==> src/sv/apsc_pkg.sv <==
package apsc_pkg;

   // Field widths fixed by the stream format.
   localparam int SAMPLE_WIDTH = 32;
   localparam int BASE_WIDTH   = 16;
   localparam int COUNT_WIDTH  = 16;
   localparam int FIRST_WIDTH  = 16;
   localparam int CH_BITS      = 5;
   localparam int MASK_WIDTH   = 32;
   localparam int MAG_WIDTH    = 31;
   localparam int CC_WIDTH     = 6;

   // Register and saturation constants.
   localparam logic [CC_WIDTH-1:0]    CC_RESET  = 6'd2;
   localparam logic [COUNT_WIDTH-1:0] COUNT_MAX = 16'hFFFF;
   localparam logic [MAG_WIDTH-1:0]   MAG_MAX   = 31'h7FFF_FFFF;

   // One accepted input transaction.
   typedef struct packed {
      logic [SAMPLE_WIDTH-1:0] sample;
      logic                    span_start;
      logic [BASE_WIDTH-1:0]   base_frame;
      logic                    clear_summary;
   } req_item_type;

   // The activity summary carried by every result transaction.
   typedef struct packed {
      logic                    has_nonzero;
      logic [COUNT_WIDTH-1:0]  nonzero_frames;
      logic [FIRST_WIDTH-1:0]  first_frame;
      logic [CH_BITS-1:0]      first_channel;
      logic [SAMPLE_WIDTH-1:0] first_value;
      logic [MASK_WIDTH-1:0]   channel_mask;
      logic [MAG_WIDTH-1:0]    peak_magnitude;
   } summary_type;

endpackage

==> src/sv/pcm_activity_peak_scanner_core.sv <==
// An accepted request transaction passes the input register, then the response
// register. Throughput: one transaction per cycle unless rsp_tready stalls; each
// register holds one transaction, and the summary update is combinational.
// Reset (synchronous, active high) empties both registers, clears the summary
// and the channel and frame position, and sets the channel count to 2.
module pcm_activity_peak_scanner_core
   import apsc_pkg::*;
#(
   parameter int MAX_CHANNELS = 32,
   parameter int FRAME_BITS   = 16
) (
   input  logic          clock,
   input  logic          reset,
   input  logic          req_tvalid,
   output logic          req_tready,
   // [31:0] sample, [47:32] base_frame
   input  logic [47:0]   req_tdata,
   // [0] span_start, [1] clear_summary
   input  logic [1:0]    req_tuser,
   output logic          rsp_tvalid,
   input  logic          rsp_tready,
   // [0] has_nonzero, [16:1] nonzero_frames, [32:17] first_frame,
   // [37:33] first_channel, [69:38] first_value, [101:70] channel_mask,
   // [132:102] peak_magnitude, [135:133] zero
   output logic [135:0]  rsp_tdata,
   input  logic          csr_we,
   input  logic [5:0]    csr_wdata
);

   req_item_type        in_item;
   req_item_type        item;
   logic                item_valid;
   logic                step;
   logic                out_free;
   logic [CC_WIDTH-1:0] cc_ff;
   logic                rsp_valid_ff, rsp_valid_in;
   summary_type         rsp_sum_ff;
   summary_type         cur_sum;
   summary_type         next_sum;

   assign in_item = '{sample:        req_tdata[31:0],
                      span_start:    req_tuser[0],
                      base_frame:    req_tdata[47:32],
                      clear_summary: req_tuser[1]};

   // Channel count register.
   always_ff @(posedge clock) begin
      if (reset) begin
         cc_ff <= CC_RESET;
      end else if (csr_we) begin
         cc_ff <= csr_wdata;
      end
   end

   apsc_in_stage u_in_stage (
      .clock      (clock),
      .reset      (reset),
      .in_valid   (req_tvalid),
      .in_ready   (req_tready),
      .in_item    (in_item),
      .item_valid (item_valid),
      .item_take  (step),
      .item       (item)
   );

   // A registered transaction moves on when the response register frees up.
   assign out_free = !rsp_valid_ff || rsp_tready;
   assign step     = item_valid && out_free;

   apsc_summary #(
      .MAX_CHANNELS (MAX_CHANNELS),
      .FRAME_BITS   (FRAME_BITS)
   ) u_summary (
      .clock         (clock),
      .reset         (reset),
      .step          (step),
      .item          (item),
      .channel_count (cc_ff),
      .cur_sum       (cur_sum),
      .next_sum      (next_sum)
   );

   // Response register.
   assign rsp_valid_in = step || (rsp_valid_ff && !rsp_tready);

   always_ff @(posedge clock) begin
      if (reset) begin
         rsp_valid_ff <= 1'b0;
      end else begin
         rsp_valid_ff <= rsp_valid_in;
      end
   end

   always_ff @(posedge clock) begin
      if (step) begin
         rsp_sum_ff <= next_sum;
      end
   end

   assign rsp_tvalid = rsp_valid_ff;
   assign rsp_tdata  = {3'b000,
                        rsp_sum_ff.peak_magnitude,
                        rsp_sum_ff.channel_mask,
                        rsp_sum_ff.first_value,
                        rsp_sum_ff.first_channel,
                        rsp_sum_ff.first_frame,
                        rsp_sum_ff.nonzero_frames,
                        rsp_sum_ff.has_nonzero};

`ifndef ASSERT_OFF
   // No response is pending right after reset.
   a_reset_empty: assert property (@(posedge clock) reset |=> !rsp_valid_ff)
      else $error("response pending after reset");

   // A counted frame implies a non-zero sample was seen.
   a_count_seen: assert property (@(posedge clock) disable iff (reset)
      rsp_valid_ff && rsp_sum_ff.nonzero_frames != '0 |-> rsp_sum_ff.has_nonzero)
      else $error("frame counted without a non-zero sample");

   // Without any non-zero sample the mask and peak stay empty.
   a_empty_summary: assert property (@(posedge clock) disable iff (reset)
      rsp_valid_ff && !rsp_sum_ff.has_nonzero |->
         rsp_sum_ff.channel_mask == '0 && rsp_sum_ff.peak_magnitude == '0)
      else $error("activity recorded without a non-zero sample");

   // The peak never falls unless the summary is cleared.
   a_peak_grows: assert property (@(posedge clock) disable iff (reset)
      step && !item.clear_summary |=>
         cur_sum.peak_magnitude >= $past(cur_sum.peak_magnitude))
      else $error("peak decreased without a clear");
`endif

endmodule

==> src/sv/apsc_in_stage.sv <==
module apsc_in_stage
   import apsc_pkg::*;
(
   input  logic         clock,
   input  logic         reset,
   input  logic         in_valid,
   output logic         in_ready,
   input  req_item_type in_item,
   output logic         item_valid,
   input  logic         item_take,
   output req_item_type item
);

   logic         valid_ff;
   logic         valid_in;
   req_item_type item_ff;

   // The register can load whenever it is empty or drains in this cycle.
   assign in_ready = !valid_ff || item_take;
   assign valid_in = (in_valid && in_ready) || (valid_ff && !item_take);

   always_ff @(posedge clock) begin
      if (reset) begin
         valid_ff <= 1'b0;
      end else begin
         valid_ff <= valid_in;
      end
   end

   // Payload needs no reset.
   always_ff @(posedge clock) begin
      if (in_valid && in_ready) begin
         item_ff <= in_item;
      end
   end

   assign item_valid = valid_ff;
   assign item       = item_ff;

endmodule

==> src/sv/apsc_summary.sv <==
module apsc_summary
   import apsc_pkg::*;
#(
   parameter int MAX_CHANNELS = 32,
   parameter int FRAME_BITS   = 16
) (
   input  logic                clock,
   input  logic                reset,
   input  logic                step,
   input  req_item_type        item,
   input  logic [CC_WIDTH-1:0] channel_count,
   output summary_type         cur_sum,
   output summary_type         next_sum
);

   logic [CH_BITS-1:0]      chan_pos_ff,   chan_pos_in;
   logic [FRAME_BITS-1:0]   frame_pos_ff,  frame_pos_in;
   logic                    frame_hit_ff,  frame_hit_in;
   logic                    seen_ff,       seen_in;
   logic [COUNT_WIDTH-1:0]  count_ff,      count_in;
   logic [FIRST_WIDTH-1:0]  first_frame_ff, first_frame_in;
   logic [CH_BITS-1:0]      first_ch_ff,   first_ch_in;
   logic [SAMPLE_WIDTH-1:0] first_val_ff,  first_val_in;
   logic [MASK_WIDTH-1:0]   mask_ff,       mask_in;
   logic [MAG_WIDTH-1:0]    peak_ff,       peak_in;

   logic [CC_WIDTH-1:0]             n_eff;
   logic [CH_BITS-1:0]              pos_b;
   logic [FRAME_BITS-1:0]           frame_b;
   logic [FRAME_BITS+BASE_WIDTH-1:0] base_ext;
   logic [FRAME_BITS+FIRST_WIDTH-1:0] frame_ext;
   logic                            hit_b;
   logic                            nonzero;
   logic [SAMPLE_WIDTH-1:0]         neg_val;
   logic [MAG_WIDTH-1:0]            mag;
   logic                            frame_end;

   // Clamp the channel count to the supported range.
   always_comb begin
      if (channel_count == '0) begin
         n_eff = CC_WIDTH'(1);
      end else if (channel_count > CC_WIDTH'(MAX_CHANNELS)) begin
         n_eff = CC_WIDTH'(MAX_CHANNELS);
      end else begin
         n_eff = channel_count;
      end
   end

   // Position after an optional span restart.
   assign base_ext  = {{FRAME_BITS{1'b0}}, item.base_frame};
   assign pos_b     = item.span_start ? '0 : chan_pos_ff;
   assign frame_b   = item.span_start ? base_ext[FRAME_BITS-1:0] : frame_pos_ff;
   assign hit_b     = (item.clear_summary || item.span_start) ? 1'b0 : frame_hit_ff;
   assign frame_ext = {{FIRST_WIDTH{1'b0}}, frame_b};

   // Magnitude of the sample; the most negative value saturates.
   assign nonzero = item.sample != '0;
   assign neg_val = ~item.sample + SAMPLE_WIDTH'(1);
   always_comb begin
      if (item.sample[SAMPLE_WIDTH-1]) begin
         mag = neg_val[SAMPLE_WIDTH-1] ? MAG_MAX : neg_val[MAG_WIDTH-1:0];
      end else begin
         mag = item.sample[MAG_WIDTH-1:0];
      end
   end

   assign frame_end = ({1'b0, pos_b} + CC_WIDTH'(1)) >= n_eff;

   // Summary update for one sample, after an optional clear.
   always_comb begin
      seen_in        = item.clear_summary ? 1'b0 : seen_ff;
      count_in       = item.clear_summary ? '0 : count_ff;
      first_frame_in = item.clear_summary ? '0 : first_frame_ff;
      first_ch_in    = item.clear_summary ? '0 : first_ch_ff;
      first_val_in   = item.clear_summary ? '0 : first_val_ff;
      mask_in        = item.clear_summary ? '0 : mask_ff;
      peak_in        = item.clear_summary ? '0 : peak_ff;
      frame_hit_in   = hit_b;
      if (nonzero) begin
         if (!seen_in) begin
            seen_in        = 1'b1;
            first_frame_in = frame_ext[FIRST_WIDTH-1:0];
            first_ch_in    = pos_b;
            first_val_in   = item.sample;
         end
         mask_in = mask_in | (MASK_WIDTH'(1) << pos_b);
         if (mag > peak_in) begin
            peak_in = mag;
         end
         if (!hit_b) begin
            frame_hit_in = 1'b1;
            if (count_in != COUNT_MAX) begin
               count_in = count_in + COUNT_WIDTH'(1);
            end
         end
      end
      // Advance the channel and frame position.
      if (frame_end) begin
         chan_pos_in  = '0;
         frame_pos_in = frame_b + FRAME_BITS'(1);
         frame_hit_in = 1'b0;
      end else begin
         chan_pos_in  = pos_b + CH_BITS'(1);
         frame_pos_in = frame_b;
      end
   end

   always_ff @(posedge clock) begin
      if (reset) begin
         chan_pos_ff    <= '0;
         frame_pos_ff   <= '0;
         frame_hit_ff   <= 1'b0;
         seen_ff        <= 1'b0;
         count_ff       <= '0;
         first_frame_ff <= '0;
         first_ch_ff    <= '0;
         first_val_ff   <= '0;
         mask_ff        <= '0;
         peak_ff        <= '0;
      end else if (step) begin
         chan_pos_ff    <= chan_pos_in;
         frame_pos_ff   <= frame_pos_in;
         frame_hit_ff   <= frame_hit_in;
         seen_ff        <= seen_in;
         count_ff       <= count_in;
         first_frame_ff <= first_frame_in;
         first_ch_ff    <= first_ch_in;
         first_val_ff   <= first_val_in;
         mask_ff        <= mask_in;
         peak_ff        <= peak_in;
      end
   end

   assign next_sum = '{has_nonzero:    seen_in,
                       nonzero_frames: count_in,
                       first_frame:    first_frame_in,
                       first_channel:  first_ch_in,
                       first_value:    first_val_in,
                       channel_mask:   mask_in,
                       peak_magnitude: peak_in};

   assign cur_sum = '{has_nonzero:    seen_ff,
                      nonzero_frames: count_ff,
                      first_frame:    first_frame_ff,
                      first_channel:  first_ch_ff,
                      first_value:    first_val_ff,
                      channel_mask:   mask_ff,
                      peak_magnitude: peak_ff};

endmodule
==> config.mk <==
export PLATFORM = sky130hd
export DESIGN_NAME = pcm_activity_peak_scanner_core
export DESIGN_NICKNAME = d
export VERILOG_FILES = /design/src/sv/apsc_pkg.sv /design/src/sv/pcm_activity_peak_scanner_core.sv /design/src/sv/apsc_in_stage.sv /design/src/sv/apsc_summary.sv
export SDC_FILE = /design/constraint.sdc
export NUM_CORES = 1
export LEC_CHECK = 0
export BUFFER_PORTS_ARGS = -buffer_cell sky130_fd_sc_hd__buf_2
export CORE_MARGIN = 3
export CORE_UTILIZATION = 57
export CTS_CLUSTER_SIZE = 28
export DETAILED_ROUTE_END_ITERATION = 10
export GPL_ROUTABILITY_DRIVEN = 1
export PLACE_DENSITY = 0.78
export SLEW_MARGIN = 40
export SYNTH_ARGS = -nofsm -noshare
export SYNTH_HDL_FRONTEND = slang
export SYNTH_SLANG_ARGS = --single-unit
==> constraint.sdc <==
create_clock -name clock -period 8.03 [get_ports clock]
set_clock_uncertainty 0.1 [all_clocks]
set_input_delay 0.4015 -clock clock [delete_from_list [all_inputs] [get_ports clock]]
set_output_delay 0.4015 -clock clock [all_outputs]
set_load 0.05 [all_outputs]
==> flow_summary.ini, run 1 <==
[finish]
ff_latch_area_mm2 = 0.008758
finish.utilization = 0.6918
nets = 1959
stdcell_area_mm2 = 0.01954
multi_input_area_mm2 = 0.007262
area_growth_pct = 17.58
nFillCells = 2076
drive_gt1_frac = 0.1714

[routing]
antenna_left = 0
vias_per_cell = 6.320
drc = 0
wire_per_inst_um = 20.15
met3WireLength_um = 4551
wl_met2_um = 20340
top_layer = met4
vias = 14270
drt-met1-wl_um = 19500
wl_um = 45500
first_iter_violations = 1949
firstDrtPassIters = 6

[sta]
fin_crit_ps = 5654
relSlewSlack = 0.4311
hold_violations = 0
fin_tns_setup_ps = 0
setup_slack_ps = 2376
tightest_slew_ps = 844.4
holdWs_ps = 15.61
maxSlewViolCount = 0
fmax_mhz = 176.9
setup_violations = 0
rsz0062_at_grt = false
period_share = 0.7041

[logic_synthesis]
yosysTopAreaCell = edfxtp_1
syn_inst = 1685
synth.top_cell.area_share = 0.3307
netlist_area_mm2 = 0.01662
synth-edff-count = 183
yosys_warnings = 0
ys_ff_latch = 346
synth.area.top_cells = edfxtp_1, dfxtp_1, nand2_1, nand3_1, ha_1
synth_top_flop_cell = edfxtp_1
avgSynthCellArea_um2 = 9.861
synth.distinct_cells = 73
synth_seq_area_share = 0.5271
async_flop_share = 0

[clocking]
cts_resized = 0
worstSkewPairLatency_ps = 530
h-tree-depth = 2
root_buffer = clkbuf_16
postCtsHoldBufs = 50
cts_buffers = 36
cts_tree = yes
cts.sink_count = 346
clockBufferDepth = 3
postCtsSetupRepairBufs = 0
clk_pin_slew_ps = 60

[hold_path]
whs_path_depth = 3
hold_class = in2reg

[die]
die_x_um = 176.7
dieArea_mm2 = 0.03124
io_pins = 199
rows = 61
core_area_mm2 = 0.02824
die_y_um = 176.7
start_util = 0.5884

[critical_path]
arrival_ps = 5810
r2r_start = u_in_stage.item[22]
crit_start = u_in_stage.item[22]
crit_path_start_kind = flop
r2r-end = rsp_tdata[120]
crit_end = rsp_tdata[120]
crit_fanout = 34
crit_required_ps = 8180
crit_type = reg2reg
endpoint_kind = flop
r2r_slack_ps = 2380
reg2reg_depth = 14

[pwr]
cellLeakagePower_uw = 0.007275
powerDensity_mw_per_mm2 = 220.7
irDropWorstVdd_mv = 0.1870

[grt]
overflow = 0
grt_use_total = 0.2821
grt_pass1_wl_um = 71520
grt_max_degree = 97
antenna_found_initial = 1
grt_pass1_vias = 13090

[placed_design]
hpwl_um = 27710
dpl_cell_area_mm2 = 0.01781
post-place-ws_ps = 2548
io_buffers = 195
routabilityCongestion = 0.8869

[flow_run]
cap_violations = 0

[status]
status = finished clean
## flip-flops by register name, indices dropped and copies added, names as in the netlist
signal,count
rsp_tdata,133
u_in_stage.item,50
u_summary.first_val_ff,32
u_summary.mask_ff,32
u_summary.peak_ff,31
u_summary.count_ff,16
u_summary.first_frame_ff,16
u_summary.frame_pos_ff,16
cc_ff,6
u_summary.chan_pos_ff,5
u_summary.first_ch_ff,5
rsp_tvalid,1
u_in_stage.item_valid,1
u_summary.frame_hit_ff,1
u_summary.seen_ff,1
## layout make-up
| cell class | instances | share of cell area |
|---|---|---|
| clock buffers | 50 | 0.05034 |
| flip-flops and latches | 346 | 0.4483 |
| well taps | 378 | 0.02421 |
| inverters | 40 | 0.008134 |
| diodes | 1 | 0.0001281 |
| clock inverters | 15 | 0.009927 |
| repair buffers | 267 | 0.08723 |
| multi-input cells | 1161 | 0.3717 |
## through the flow
step / std cells / power, uW
after CTS: 2256 / 4308
after global routing: 2257 / 4450
after floorplan: 1687 / 2459
after detailed placement: 2141 / 2627
after global placement: 2139 / 2603
final: 2258 / 4312
## worst max-delay path: stages (launching register included)
cell and delay [ps]:
edfxtp_1 460, or4_1 720, or4_4 690, o41ai_1 670, o21ai_0 150, a21oi_1 250
inv_1 90, ha_1 310, nand4_1 130, nor4_1 380, inv_1 160, a2111oi_4 430
buf_4 420, nor3_4 140, a22o_1 280
## cells by family after synthesis
logic type               synth area share
buffers and inverters             0.04239
AND/OR/NAND/NOR                    0.1825
flip-flops                         0.5271
adder cells (fa/ha/maj)           0.03464
other                           0.0002257
multiplexers                      0.02899
AO/OA/AOI/OAI                      0.1646
XOR/XNOR                          0.01950
## metal layers
layer,track usage,vias to the layer above
met5,0,-
met3,0.05019,87
li1,-,6607
met1,0.4212,6791
met2,0.4270,785
met4,0.07594,0
## report_power, final
part | total (uW) | internal [uW] | switching (uW)
clock network | 1690 | 991 | 695
registers | 2010 | 1960 | 48.1
logic | 618 | 181 | 437
total | 4310 | 3130 | 1180
## worst min path at each step
| stage | start | endpoint |
|---|---|---|
| detailed placement | u_summary.frame_pos_ff[3] | u_summary.frame_pos_ff[3] |
| floorplan | u_summary.frame_pos_ff[3] | u_summary.frame_pos_ff[3] |
| global route | req_tdata[45] | u_in_stage.item[14] |
| finish | csr_wdata[1] | cc_ff[1] |
| global placement | u_summary.frame_pos_ff[3] | u_summary.frame_pos_ff[3] |
| CTS | req_tdata[45] | u_in_stage.item[14] |
## layout by cell type (no fill, tap or decap), types with 20 or more instances in the layout
cell,Yosys,final
nand2_1,222,220
buf_2,14,194
edfxtp_1,183,183
dfxtp_1,163,163
nand3_1,126,126
o21ai_0,111,111
a21oi_1,92,92
nor2_1,86,83
dlygate4sd3_1,0,50
ha_1,46,46
inv_1,37,36
clkbuf_16,0,36
a22o_1,35,35
or4_1,32,32
mux2i_1,29,29
nor3_1,29,27
a22oi_1,22,22
xnor2_1,20,20
## Yosys cell counts (29+ instances only)
cell and n:
nand2_1 222, clkbuf_1 116, o21ai_0 111, a22o_1 35, nor3_1 29, nor2_1 86, inv_1 37, edfxtp_1 183
a21oi_1 92, dfxtp_1 163, ha_1 46, nand3_1 126, mux2i_1 29, or4_1 32
(Power assumes the default switching activity.)
==> run 2, diff against run 1 <==
==> constraint.sdc (replaced) <==
create_clock -name clock -period 5.39 [get_ports clock]
set_clock_uncertainty 0.1 [all_clocks]
set_input_delay 0.2695 -clock clock [delete_from_list [all_inputs] [get_ports clock]]
set_output_delay 0.2695 -clock clock [all_outputs]
set_load 0.05 [all_outputs]
==> flow_summary.ini, run 2 (synthesis gave the netlist of run 1 again) <==
[status]
status = finished clean

[routing]
antenna_left = 0
vias = 14310
vias_per_cell = 6.280
first_iter_violations = 1593
wl_um = 45370
drc = 0
firstDrtPassIters = 5
wire_per_inst_um = 19.91

[clocking]
h-tree-depth = 2
clockBufferDepth = 3
cts.sink_count = 346
root_buffer = clkbuf_16
cts_buffers = 37
worstSkewPairLatency_ps = 530
clk_pin_slew_ps = 60
cts_tree = yes

[placed_design]
io_buffers = 195
hpwl_um = 27900
placedCellCount = 2150
dpl_cell_area_mm2 = 0.01785
routabilityCongestion = 0.8929

[finish]
final_cells = 2279
area_growth_pct = 19.18
drive_gt1_frac = 0.1784
multi_input_area_mm2 = 0.007259
final_cell_mix = nand2_1, buf_2, edfxtp_1, dfxtp_1, nand3_1
nFillCells = 2067
mostFrequentLayoutCell = nand2_1
ff_latch_area_mm2 = 0.008758
largest_reg_flops = 133
nets = 1978
stdcell_area_mm2 = 0.01980

[critical_path]
reg2reg_depth = 14
path_buf_inv = 2
crit_required_ps = 5700
slowest_delay_ps = 640
endpoint_kind = flop
slowest_stage = or4_4
worst_path_most_repeated_cell = or4_4
crit_type = reg2reg
crit_fanout = 15
path_depth = 14
worstPathCellList = or4_4 -> or4_4 -> o41ai_1 -> o21ai_0 -> a21oi_1 -> inv_1 -> ha_1 -> nand4_1 -> nor4_1 -> and3_1 -> a211oi_2 -> buf_4 -> or4_1 -> o311ai_0
critPathTopFamily = simple AND/OR/NAND/NOR gates
arrival_ps = 5330
crit_path_start_kind = flop

[grt]
grt_use_total = 0.2849
antenna_found_initial = 0
overflow = 0
grt_pass1_wl_um = 72020
grt_max_degree = 95
grt_pass1_vias = 13350

[sta]
period_share = 0.9303
hold_violations = 0
fin_crit_ps = 5014
rsz0062_at_grt = false
maxSlewViolCount = 0
fmax_mhz = 199.4
holdWs_ps = 59.19
fin_tns_setup_ps = 0
relSlewSlack = 0.4568
tightest_slew_ps = 814.8
setup_violations = 0

[pwr]
powerDensity_mw_per_mm2 = 333.0
cellLeakagePower_uw = 0.007418
irDropWorstVdd_mv = 0.2753

[die]
start_util = 0.5884
io_pins = 199
core_area_mm2 = 0.02824
die_x_um = 176.7
dieArea_mm2 = 0.03124
rows = 61
die_y_um = 176.7

[hold_path]
whs_path_depth = 3
hold_class = in2reg

[flow_run]
cap_violations = 0
-- run 2: cell types whose count changed in the layout (fill, tap and decap cells not counted), moves of 2 or more --
cell and delta:
buf_6 +2, buf_4 +8, inv_4 -2, clkinv_4 +2, clkbuf_8 +2, clkbuf_1 -4, clkbuf_16 +2, dlygate4sd3_1 +9
clkinv_2 +2
-- run 2: timing repair --
| action | CTS | global route |
|---|---|---|
| hold endpoints to repair | 58 | 0 |
| hold buffers | 59 | 0 |
| gates resized for setup | 0 | 1 |
| setup endpoints to repair | 0 | 32 |
| buffers inserted | 0 | 0 |
-- run 2: final cells by class --
type	instances	area share
Antenna cell	1	0.0001264
Clock buffer	50	0.05282
Inverter	40	0.008024
Sequential cell	346	0.4423
Timing Repair Buffer	285	0.09338
Tap cell	378	0.02388
Clock inverter	18	0.01289
Multi-Input combinational cell	1161	0.3666
-- run 2: where the power goes --
group / internal (uW) / switching, uW / leakage (uW) / total [uW]
Clock: 1620 / 1060 / 0.000632 / 2680
Combinational: 275 / 645 / 0.00373 / 920
Sequential: 2920 / 75.8 / 0.00306 / 3000
Total: 4810 / 1780 / 0.00742 / 6590
-- run 2: through the flow --
stage          setup slack, ps  utilization  power, uW
6_report                 375.6       0.7012       6594
2_1_floorplan            511.7            -       3659
3_5_place_dp             325.2       0.6322       3908
5_1_grt                  34.47       0.7012       6814
3_3_place_gp             434.4       0.6309       3888
4_1_cts                  314.2       0.6992       6591
-- run 2: worst reg2reg max path, cell delays in order (launching register included) --
cell and delay, ps:
edfxtp_1 480, or4_4 630, or4_4 640, o41ai_1 350, o21ai_0 120, a21oi_1 280
inv_1 90, ha_1 310, nand4_1 160, nor4_1 360, and3_1 350, a211oi_2 140
buf_4 260, or4_1 520, o311ai_0 120
-- run 2: routing by layer --
layer,vias to the layer above,GRT usage,part of all wire,wire length [um]
met5,-,0,0,0
met1,6877,0.4253,0.43,19560
met2,726,0.4369,0.45,20570
li1,6639,-,-,-
met4,0,0.06710,0.020,905
met3,71,0.04891,0.095,4328
-- run 2: path summary, 6_finish.rpt --
check | from | to | slack [ps]
setup / recovery | u_in_stage.item[22] | u_summary.peak_ff[5] | 380
hold / removal | csr_we | cc_ff[5] | 60
setup reg to reg | u_in_stage.item[22] | u_summary.peak_ff[5] | 380
hold reg to reg | u_summary.frame_pos_ff[3] | u_summary.frame_pos_ff[3] | 360
==> run 3, diff against run 2 <==
--- a/config.mk
+++ b/config.mk
@@ -11,6 +11,7 @@
 export CTS_CLUSTER_SIZE = 28
 export DETAILED_ROUTE_END_ITERATION = 10
 export GPL_ROUTABILITY_DRIVEN = 1
+export MAX_ROUTING_LAYER = met4
 export PLACE_DENSITY = 0.78
 export SLEW_MARGIN = 40
 export SYNTH_ARGS = -nofsm -noshare
==> flow_summary.ini, run 3 (synthesis gave the netlist of run 1 again) <==
[finish]
largest_reg_flops = 133
final_cells = 2280
drive_gt1_frac = 0.1809
nFillCells = 2090
final_cell_mix = nand2_1, buf_2, edfxtp_1, dfxtp_1, nand3_1
area_growth_pct = 19.01
stdcell_area_mm2 = 0.01977
finish.utilization = 0.7002
mostFrequentLayoutCell = nand2_1
nets = 1980
ff_latch_area_mm2 = 0.008758
multi_input_area_mm2 = 0.007277
diodes = 0

[placed_design]
placedCellCount = 2152
hpwl_um = 28060
dpl_cell_area_mm2 = 0.01788
routabilityCongestion = 0.9089
io_buffers = 195

[hold_path]
hold_class = in2reg

[critical_path]
crit_start = u_in_stage.item[21]
arrival_ps = 5410
crit_fanout = 18
crit_required_ps = 5710
crit_path_start_kind = flop
r2r_start = u_in_stage.item[21]
r2r-end = u_summary.peak_ff[1]
crit_type = reg2reg
reg2reg_depth = 14
r2r_slack_ps = 300
crit_end = u_summary.peak_ff[1]
endpoint_kind = flop

[sta]
fin_crit_ps = 5092
maxSlewViolCount = 0
tightest_slew_ps = 836.4
fmax_mhz = 196.4
period_share = 0.9447
relSlewSlack = 0.4424
setup_violations = 0
hold_violations = 0

[die]
start_util = 0.5884
dieArea_mm2 = 0.03124
die_y_um = 176.7
core_area_mm2 = 0.02824
die_x_um = 176.7
rows = 61
io_pins = 199

[pwr]
powerDensity_mw_per_mm2 = 329.6
cellLeakagePower_uw = 0.007408
irDropWorstVdd_mv = 0.2872

[routing]
wl_um = 45840
first_iter_violations = 1732
firstDrtPassIters = 6
antenna_left = 0
vias_per_cell = 6.275
vias = 14310
drc = 0
wire_per_inst_um = 20.10

[clocking]
cts_buffers = 37
worstSkewPairLatency_ps = 540
h-tree-depth = 2
clk_pin_slew_ps = 60
cts_tree = yes
cts.sink_count = 346
root_buffer = clkbuf_16
clockBufferDepth = 3

[status]
status = finished clean

[grt]
overflow = 0
grt_max_degree = 98
grt_use_total = 0.2964
antenna_found_initial = 0
grt_pass1_vias = 13160
grt_pass1_wl_um = 72320

[flow_run]
cap_violations = 0
## run 3: metrics by stage
stage	TNS, ps	total power (uW)	setup slack [ps]	hold WS, ps
3_3_place_gp	0	3892	415.1	338.7
3_5_place_dp	0	3915	254.9	347.6
5_1_grt	-2.544	6732	-2.544	19.02
4_1_cts	0	6512	226.3	6.429
6_report	0	6517	298.0	6.494
2_1_floorplan	0	3659	511.7	268.4
## run 3: worst min-delay path by stage
stage	startpoint	endpoint	slack, ps	cells past startpoint
after floorplan	req_tuser[1]	u_in_stage.item[0]	270	0
after global placement	u_summary.frame_pos_ff[3]	u_summary.frame_pos_ff[3]	340	2
after detailed placement	req_tdata[22]	u_in_stage.item[40]	350	1
after CTS	csr_we	cc_ff[3]	6	3
after global routing	rsp_tready	rsp_tvalid	20	4
final	rsp_tready	rsp_tvalid	6	4
## run 3: metal layers
layer / track usage / vias up / share of wire
met3: 0.03947 / 85 / 0.086
met2: 0.4348 / 753 / 0.45
met1: 0.4378 / 6833 / 0.45
met5: - / - / 0
li1: - / 6636 / -
met4: 0.07791 / 0 / 0.021
## run 3: power by group
part | leakage [uW] | switching (uW) | internal, uW
Clock | 0.000602 | 1090 | 1510
Combinational | 0.00375 | 654 | 276
Sequential | 0.00306 | 72.8 | 2920
## run 3: worst max-delay path, stage by stage (launching register included)
cell	delay (ps)
edfxtp_1	490
or4_1	680
or2_2	370
o41ai_1	510
xor2_1	210
and2_1	230
inv_1	60
ha_1	310
nand4_1	100
nor3_1	330
o31ai_1	200
a2111oi_4	640
buf_4	330
nor4_1	80
a311o_1	340
## run 3: layout make-up
type	count	area share
Sequential cell	346	0.4429
Clock buffer	44	0.04967
Tap cell	378	0.02392
Timing Repair Buffer	287	0.09485
Clock inverter	24	0.01253
Multi-Input combinational cell	1161	0.3680
Inverter	40	0.008099
## run 3: repair_timing
action                                 4_1_cts  5_1_grt
resized for setup                            0        4
setup endpoints to repair                    0       56
buffers inserted                             0        0
endpoints found under the hold margin       57        0
hold buffers                                59        0
